File: config.mk
export PLATFORM = sky130hd
export DESIGN_NAME = ipm_ctrl
export DESIGN_NICKNAME = d
export VERILOG_FILES = /design/src/rtl/ipm_pkg.sv /design/src/rtl/ipm_ctrl.sv
export SDC_FILE = /design/constraint.sdc
export NUM_CORES = 1
export LEC_CHECK = 0
export BUFFER_PORTS_ARGS = -buffer_cell sky130_fd_sc_hd__buf_2
export CAP_MARGIN = 20
export CORE_MARGIN = 10
export CORE_UTILIZATION = 36
export CTS_CLUSTER_DIAMETER = 50
export CTS_CLUSTER_SIZE = 30
export DETAILED_ROUTE_END_ITERATION = 10
export HOLD_SLACK_MARGIN = 0.06
export PLACE_DENSITY = 0.71
export SLEW_MARGIN = 20
export SYNTH_ARGS = -nofsm -noshare
export SYNTH_HDL_FRONTEND = slang
export SYNTH_SLANG_ARGS = --single-unit
File: constraint.sdc
create_clock -name i_clk -period 2.4 [get_ports i_clk]
set_clock_uncertainty 0.2 [all_clocks]
set_input_delay 0.24 -clock i_clk [delete_from_list [all_inputs] [get_ports i_clk]]
set_output_delay 0.24 -clock i_clk [all_outputs]
set_load 0.01 [all_outputs]
File: src/rtl/ipm_pkg.sv
`default_nettype none
package ipm_pkg;

    localparam int ADR_W         = 32;
    localparam int TABLE_ENTRIES = 1024;
    localparam int IDX_W         = $clog2(TABLE_ENTRIES);
    localparam int LEN_W         = 6;
    localparam int CC_W          = 16;
    localparam int ST_W          = 3;
    localparam int MRG_W         = 6;

    localparam logic [IDX_W-1:0] LAST_IDX = IDX_W'(TABLE_ENTRIES - 1);

    // result status codes
    localparam logic [ST_W-1:0] ST_NEW     = 3'd0;
    localparam logic [ST_W-1:0] ST_PRESENT = 3'd1;
    localparam logic [ST_W-1:0] ST_CONFL   = 3'd2;
    localparam logic [ST_W-1:0] ST_BADLEN  = 3'd3;
    localparam logic [ST_W-1:0] ST_FULL    = 3'd4;
    localparam logic [ST_W-1:0] ST_READ    = 3'd5;

    localparam logic OP_INSERT = 1'b0;
    localparam logic OP_READ   = 1'b1;

    // sweep kinds
    localparam logic MODE_SIB  = 1'b0;
    localparam logic MODE_FIND = 1'b1;

    typedef struct packed {
        logic             valid;
        logic [LEN_W-1:0] len;
        logic [ADR_W-1:0] addr;
        logic [CC_W-1:0]  cc;
    } t_entry;

    typedef struct packed {
        logic            load;
        logic            clear_wr;
        logic            rd_slot;
        logic            sweep_start;
        logic            sweep_mode;
        logic            sweep_run;
        logic            merge;
        logic            store;
        logic            out_load;
        logic [ST_W-1:0] out_status;
    } t_cmd;

    typedef struct packed {
        logic op_read;
        logic len_bad;
        logic len_zero;
        logic len_one;
        logic hit;
        logic same;
        logic done;
        logic free_any;
        logic clr_last;
        logic out_free;
    } t_stat;

endpackage
`default_nettype wire

File: src/rtl/ipm_ctrl.sv
`default_nettype none
module ipm_ctrl (
    input  wire                      i_clk,
    input  wire                      i_rst_n,
    input  wire                      i_in_valid,
    output logic                     o_in_stall,
    input  wire ipm_pkg::t_stat      i_stat,
    output ipm_pkg::t_cmd            o_cmd
);

    localparam logic [2:0] S_CLR  = 3'd0;
    localparam logic [2:0] S_IDLE = 3'd1;
    localparam logic [2:0] S_DEC  = 3'd2;
    localparam logic [2:0] S_SIB  = 3'd3;
    localparam logic [2:0] S_FND  = 3'd4;
    localparam logic [2:0] S_RDW  = 3'd5;
    localparam logic [2:0] S_FIN  = 3'd6;

    logic [2:0]              r_state, n_state;
    logic [ipm_pkg::ST_W-1:0] r_st, n_st;

    // state and latched status
    always_ff @(posedge i_clk) begin
        if (!i_rst_n) begin
            r_state <= S_CLR;
            r_st    <= ipm_pkg::ST_NEW;
        end else begin
            r_state <= n_state;
            r_st    <= n_st;
        end
    end

    assign o_in_stall = (r_state != S_IDLE);

    // next state and commands
    always_comb begin
        n_state = r_state;
        n_st    = r_st;
        o_cmd   = '0;
        case (r_state)
            S_CLR: begin
                o_cmd.clear_wr = 1'b1;
                if (i_stat.clr_last) n_state = S_IDLE;
            end
            S_IDLE: begin
                if (i_in_valid) begin
                    o_cmd.load = 1'b1;
                    n_state    = S_DEC;
                end
            end
            S_DEC: begin
                if (i_stat.op_read) begin
                    o_cmd.rd_slot = 1'b1;
                    n_state       = S_RDW;
                end else if (i_stat.len_bad) begin
                    n_st    = ipm_pkg::ST_BADLEN;
                    n_state = S_FIN;
                end else if (i_stat.len_zero) begin
                    o_cmd.sweep_start = 1'b1;
                    o_cmd.sweep_mode  = ipm_pkg::MODE_FIND;
                    n_state           = S_FND;
                end else begin
                    o_cmd.sweep_start = 1'b1;
                    o_cmd.sweep_mode  = ipm_pkg::MODE_SIB;
                    n_state           = S_SIB;
                end
            end
            S_SIB: begin
                o_cmd.sweep_run = 1'b1;
                if (i_stat.hit && i_stat.same) begin
                    // absorb sibling, rescan one level up
                    o_cmd.merge       = 1'b1;
                    o_cmd.sweep_start = 1'b1;
                    if (i_stat.len_one) begin
                        o_cmd.sweep_mode = ipm_pkg::MODE_FIND;
                        n_state          = S_FND;
                    end else begin
                        o_cmd.sweep_mode = ipm_pkg::MODE_SIB;
                    end
                end else if (i_stat.hit || i_stat.done) begin
                    o_cmd.sweep_start = 1'b1;
                    o_cmd.sweep_mode  = ipm_pkg::MODE_FIND;
                    n_state           = S_FND;
                end
            end
            S_FND: begin
                o_cmd.sweep_run = 1'b1;
                if (i_stat.hit) begin
                    n_st    = i_stat.same ? ipm_pkg::ST_PRESENT : ipm_pkg::ST_CONFL;
                    n_state = S_FIN;
                end else if (i_stat.done) begin
                    n_st    = i_stat.free_any ? ipm_pkg::ST_NEW : ipm_pkg::ST_FULL;
                    n_state = S_FIN;
                end
            end
            S_RDW: begin
                if (i_stat.out_free) begin
                    o_cmd.out_load   = 1'b1;
                    o_cmd.out_status = ipm_pkg::ST_READ;
                    n_state          = S_IDLE;
                end
            end
            S_FIN: begin
                if (i_stat.out_free) begin
                    o_cmd.out_load   = 1'b1;
                    o_cmd.out_status = r_st;
                    o_cmd.store      = (r_st == ipm_pkg::ST_NEW);
                    n_state          = S_IDLE;
                end
            end
            default: begin
                n_state = S_IDLE;
            end
        endcase
    end

endmodule
`default_nettype wire

== Word-level counts from Yosys, hierarchy flattened ==
Cells that the tools add are included.

* Register bits after elaboration: 6
* Input port bits: 13
* Word-level logic and storage cells: 64

* Equal/unequal tests: 15
* Multiplexer cells: 38
* Reductions and logical operators: 9

{| class="wikitable"
|+ Operators by type and width
! kind !! number
|-
| 3-bit two-way mux || 16
|-
| 3-bit one-hot mux with 6 select lines || 1
|-
| 1-bit two-way mux || 11
|-
| 2-bit two-way mux || 5
|-
| 3-bit == test, second input constant || 3
|-
| 3-bit inequality test, second input constant || 3
|-
| 2-bit inequality test, second input constant || 4
|-
| 4-bit one-hot mux with 2 select lines || 1
|-
| 3-bit by 2-bit == test with 1-bit output, second input constant || 2
|-
| 3-bit logical NOT || 2
|-
| 3-bit one-hot mux with 2 select lines || 1
|-
| 6-bit AND reduction || 1
|-
| 5-bit two-way mux || 1
|-
| 4-bit two-way mux || 1
|-
| 2-bit one-hot mux with 2 select lines || 1
|-
| 4-bit AND reduction || 1
|-
| 2-bit OR reduction || 2
|-
| 3-bit by 1-bit == test with 1-bit output, second input constant || 1
|-
| 3-bit by 1-bit inequality test with 1-bit output, second input constant || 1
|-
| 2-bit by 1-bit inequality test with 1-bit output, second input constant || 1
|-
| 2-bit nonzero test || 1
|-
| 1-bit logical AND || 1
|-
| 1-bit logical OR || 1
|}

== Longest topological paths before layout ==
* Depth after elaboration: 4
* Mapped depth: 5

== Worst setup path after synthesis ==
No wires, ideal clock.

* Path kind: register to output
* Start point: register r_state[1]
* End point: output port o_cmd[4] (netlist bit)
* Data arrival time: 1.169 ns
* Required time: 1.960 ns
* Path slack: 0.791 ns
* Cell stages (with the launch flop): 6
* Buffers on the path: 1
* Cell sequence: dfxtp_1 -> buf_2 -> inv_2 -> nor2_1 -> nand3_1 -> nor4_1

{| class="wikitable"
|+ RTL lines
! what !! RTL line !! source
|-
| start: declaration || ipm_ctrl.sv:19 || <nowiki>logic [2:0] r_state, n_state;</nowiki>
|-
| start signal: assignment || ipm_ctrl.sv:28 || <nowiki>r_state <= n_state;</nowiki>
|-
| end: declaration || ipm_ctrl.sv:8 || <nowiki>output ipm_pkg::t_cmd o_cmd</nowiki>
|}

==> out/summary.txt <==
Mapped Nets -> 96
DRC -> 0
Clock share of power -> 13.5%
Area Overhead vs Synth -> 25.43%
CP endpoint kind -> primary output
Reg-to-reg slack, setup -> 490 ps
Number of global-route vias before repair -> 622
Crit Path Class -> register to primary output
Final Cycle Share -> 84.33%
DRT antenna net count -> 0
Post-route cell area -> 728.2 µm²
PortBufs -> 25
Switching share of power -> 46.44%
Placed cell count -> 121
Hold-fix buffers, CTS -> 0
Clock Latency Late Sink -> 240 ps
Post-Syn Area -> 580.6 µm²
Initial antenna violation count -> 0
Antenna Cells -> 0
Initial Util -> 38.10%
Sequential area share after synthesis -> 20.69%
RSZ-0062 raised after global routing -> false
VDD IR max -> 0.4762 mV
Slew Limit Fails -> 0
H-tree Lvls -> 1
CTS tree -> yes
Post-CTS Setup Repair Bufs -> 0
Post-layout power -> 670.9 µW
Post-Route WL -> 1662 µm
CTS sink count -> 6
Tightest Pin Transition -> 517.1 ps
Synth Register Bits -> 6
Vias after detailed routing -> 688
Die W -> 60.16 µm
Leak Pwr -> 0.0003036 µW
Layout net count -> 123
Final Critical Period -> 2024 ps
Startpoint types -> register
Setup TNS -> 0 ps
First-pass GRT wire length -> 2635 µm
PwrDens -> 921.4 nW/µm²
CTS Root Cell -> clkbuf_4
Die H -> 60.16 µm
Outcome -> finished, final reports clean
FMAX -> 494.1 MHz
Final non-filler cell total -> 124
Gpl congestion -> 0.7530
Share of total power in combinational logic -> 56.0%
Synth Area per Inst -> 6.995 µm²
TritonRoute pass-1 iters -> 4
Setup violators final -> 0
Post-DP Area -> 705.7 µm²
Core Box Area -> 1524 µm²
Crit path required time -> 1960 ps
P_int -> 359.4 µW
Grt ovf -> 0
TritonCTS Buffers -> 3
Vias per std cell -> 5.548
Hold Violations, Final -> 0
Layout cell share with drive strength beyond 1 -> 32.41%
Die ar. -> 3619 µm²
CP arrival -> 1580 ps
Max_slew headroom -> 65.42%
CTS-repair resized insts -> 0
Cells after Synth -> 83
Initial DRC count -> 5
Largest net degree at the start of global routing -> 14
Netlist cell types -> 37
P_sw -> 311.6 µW
CP max FO -> 12
Routed len/inst -> 13.40 µm
Row count -> 14
Hpwl dp -> 1351 µm
Hold Path Class -> input pin to register
Sequential power share -> 30.5%
Clk slew on worst S/H paths -> 40 ps
Gr usage total -> 9.011%
Io pins -> 26
Max-Cap Viols -> 0
Synth warn -> 0
Bufs on Longest Clock Path -> 2
==> routing by layer <==
layer | GRT usage [%] | routed length [µm] | up-vias
li1 | - | - | 361
met1 | 10.50 | 788 | 312
met2 | 14.71 | 785 | 15
met3 | 4.873 | 88 | 0
met4 | 0.6410 | 0 | 0
met5 | 0 | 0 | -
==> flip-flops by register name (all words and copies together) (netlist names) <==
| signal | cells |
|---|---|
| r_st | 3 |
| r_state | 3 |
==> layout by cell type, fill, tap and decap left out, drive strengths merged, types with 4 or more instances in the layout <==
cell type  Yosys  layout
a21oi          9       9
buf            3      26
dfxtp          6       6
inv            8       8
nand2          7       7
nor2           6       6
nor3           5       5
o21ai          4       4
==> critical path: stages (launching register included) <==
cell	delay (ps)
dfxtp_1	440
buf_4	240
or3_1	370
a21oi_1	140
buf_2	150
==> path summary, 6_finish.rpt <==
kind              startpoint          to  cells past startpoint
setup / recovery  r_state[0]    o_cmd[8]                      4
hold / removal       i_rst_n  r_state[0]                      3
setup reg to reg  r_state[0]  r_state[1]                      4
hold reg to reg      r_st[2]     r_st[2]                      2
==> cell families (layout without fill, tap and decap cells) <==
kind of cell	Yosys count	count (layout)	share of synthesized area, %
AOI/OAI and AO/OA	24	24	28.66
xor gates and xnor gates	1	1	1.509
buffers and inverters	12	37	9.913
DFF	6	6	20.69
muxes	1	1	1.940
and+or+nand+nor	39	39	37.29
==> cells in the mapped netlist <==
| cell | instances | share of area (%) |
|---|---|---|
| clkbuf_1 | 1 | 0.65 |
| a31oi_1 | 1 | 1.1 |
| buf_2 | 1 | 0.86 |
| a21oi_1 | 9 | 7.8 |
| inv_2 | 1 | 0.65 |
| nand2b_1 | 3 | 3.2 |
| dfxtp_1 | 6 | 21 |
| nor4_1 | 3 | 3.2 |
| nand3_1 | 3 | 2.6 |
| buf_6 | 1 | 1.9 |
| o41ai_1 | 1 | 1.5 |
| or2_2 | 1 | 1.1 |
| o21ai_1 | 2 | 1.7 |
| nor4b_1 | 2 | 3.0 |
| o32ai_1 | 1 | 1.5 |
| o22ai_1 | 1 | 1.1 |
| o31a_1 | 1 | 1.5 |
| o2111a_1 | 1 | 1.9 |
| or3b_4 | 1 | 1.9 |
| mux2_2 | 1 | 1.9 |
| inv_1 | 7 | 4.5 |
| or4_1 | 1 | 1.3 |
| or3_1 | 2 | 2.2 |
| nand2_1 | 7 | 4.5 |
| nor2b_1 | 1 | 1.1 |
| nor3b_1 | 1 | 1.3 |
| o211ai_1 | 2 | 2.6 |
| or2_1 | 1 | 1.1 |
| nor2_1 | 6 | 3.9 |
| xnor2_1 | 1 | 1.5 |
| o21ai_0 | 2 | 1.7 |
| a2111oi_2 | 1 | 2.6 |
| nor3_1 | 5 | 4.3 |
| buf_4 | 1 | 1.3 |
| o22a_1 | 1 | 1.5 |
| a211oi_2 | 1 | 2.2 |
| nand3b_1 | 2 | 2.6 |
==> layout make-up <==
class	instances	area (µm²)
multi-input combinational	65	402.9
inverter	8	30.03
fill	169	795.8
tap	16	20.02
timing repair buffer	26	132.6
clock buffer	3	22.52
sequential	6	120.1
==> power groups by stage <==
| stage | registers, µW | logic (µW) | clock network (µW) |
|---|---|---|---|
| after global routing | 213 | 417 | 101 |
| after floorplan | 149 | 338 | 0 |
| after global placement | 201 | 376 | 0 |
| after detailed placement | 204 | 379 | 0 |
| after CTS | 201 | 380 | 92.7 |
| final | 204 | 376 | 90.6 |
==> stage by stage <==
stage               util (%)  hold slack [ps]  setup WS [ps]
global route           47.78            107.5          198.3
finish                 47.78            81.81          376.2
global placement       46.31            288.4          551.8
detailed placement     46.31            295.3          533.0
floorplan                  -            199.4          790.9
CTS                    47.78            85.30          382.5
No activity file was read; power rests on OpenSTA's default activity.
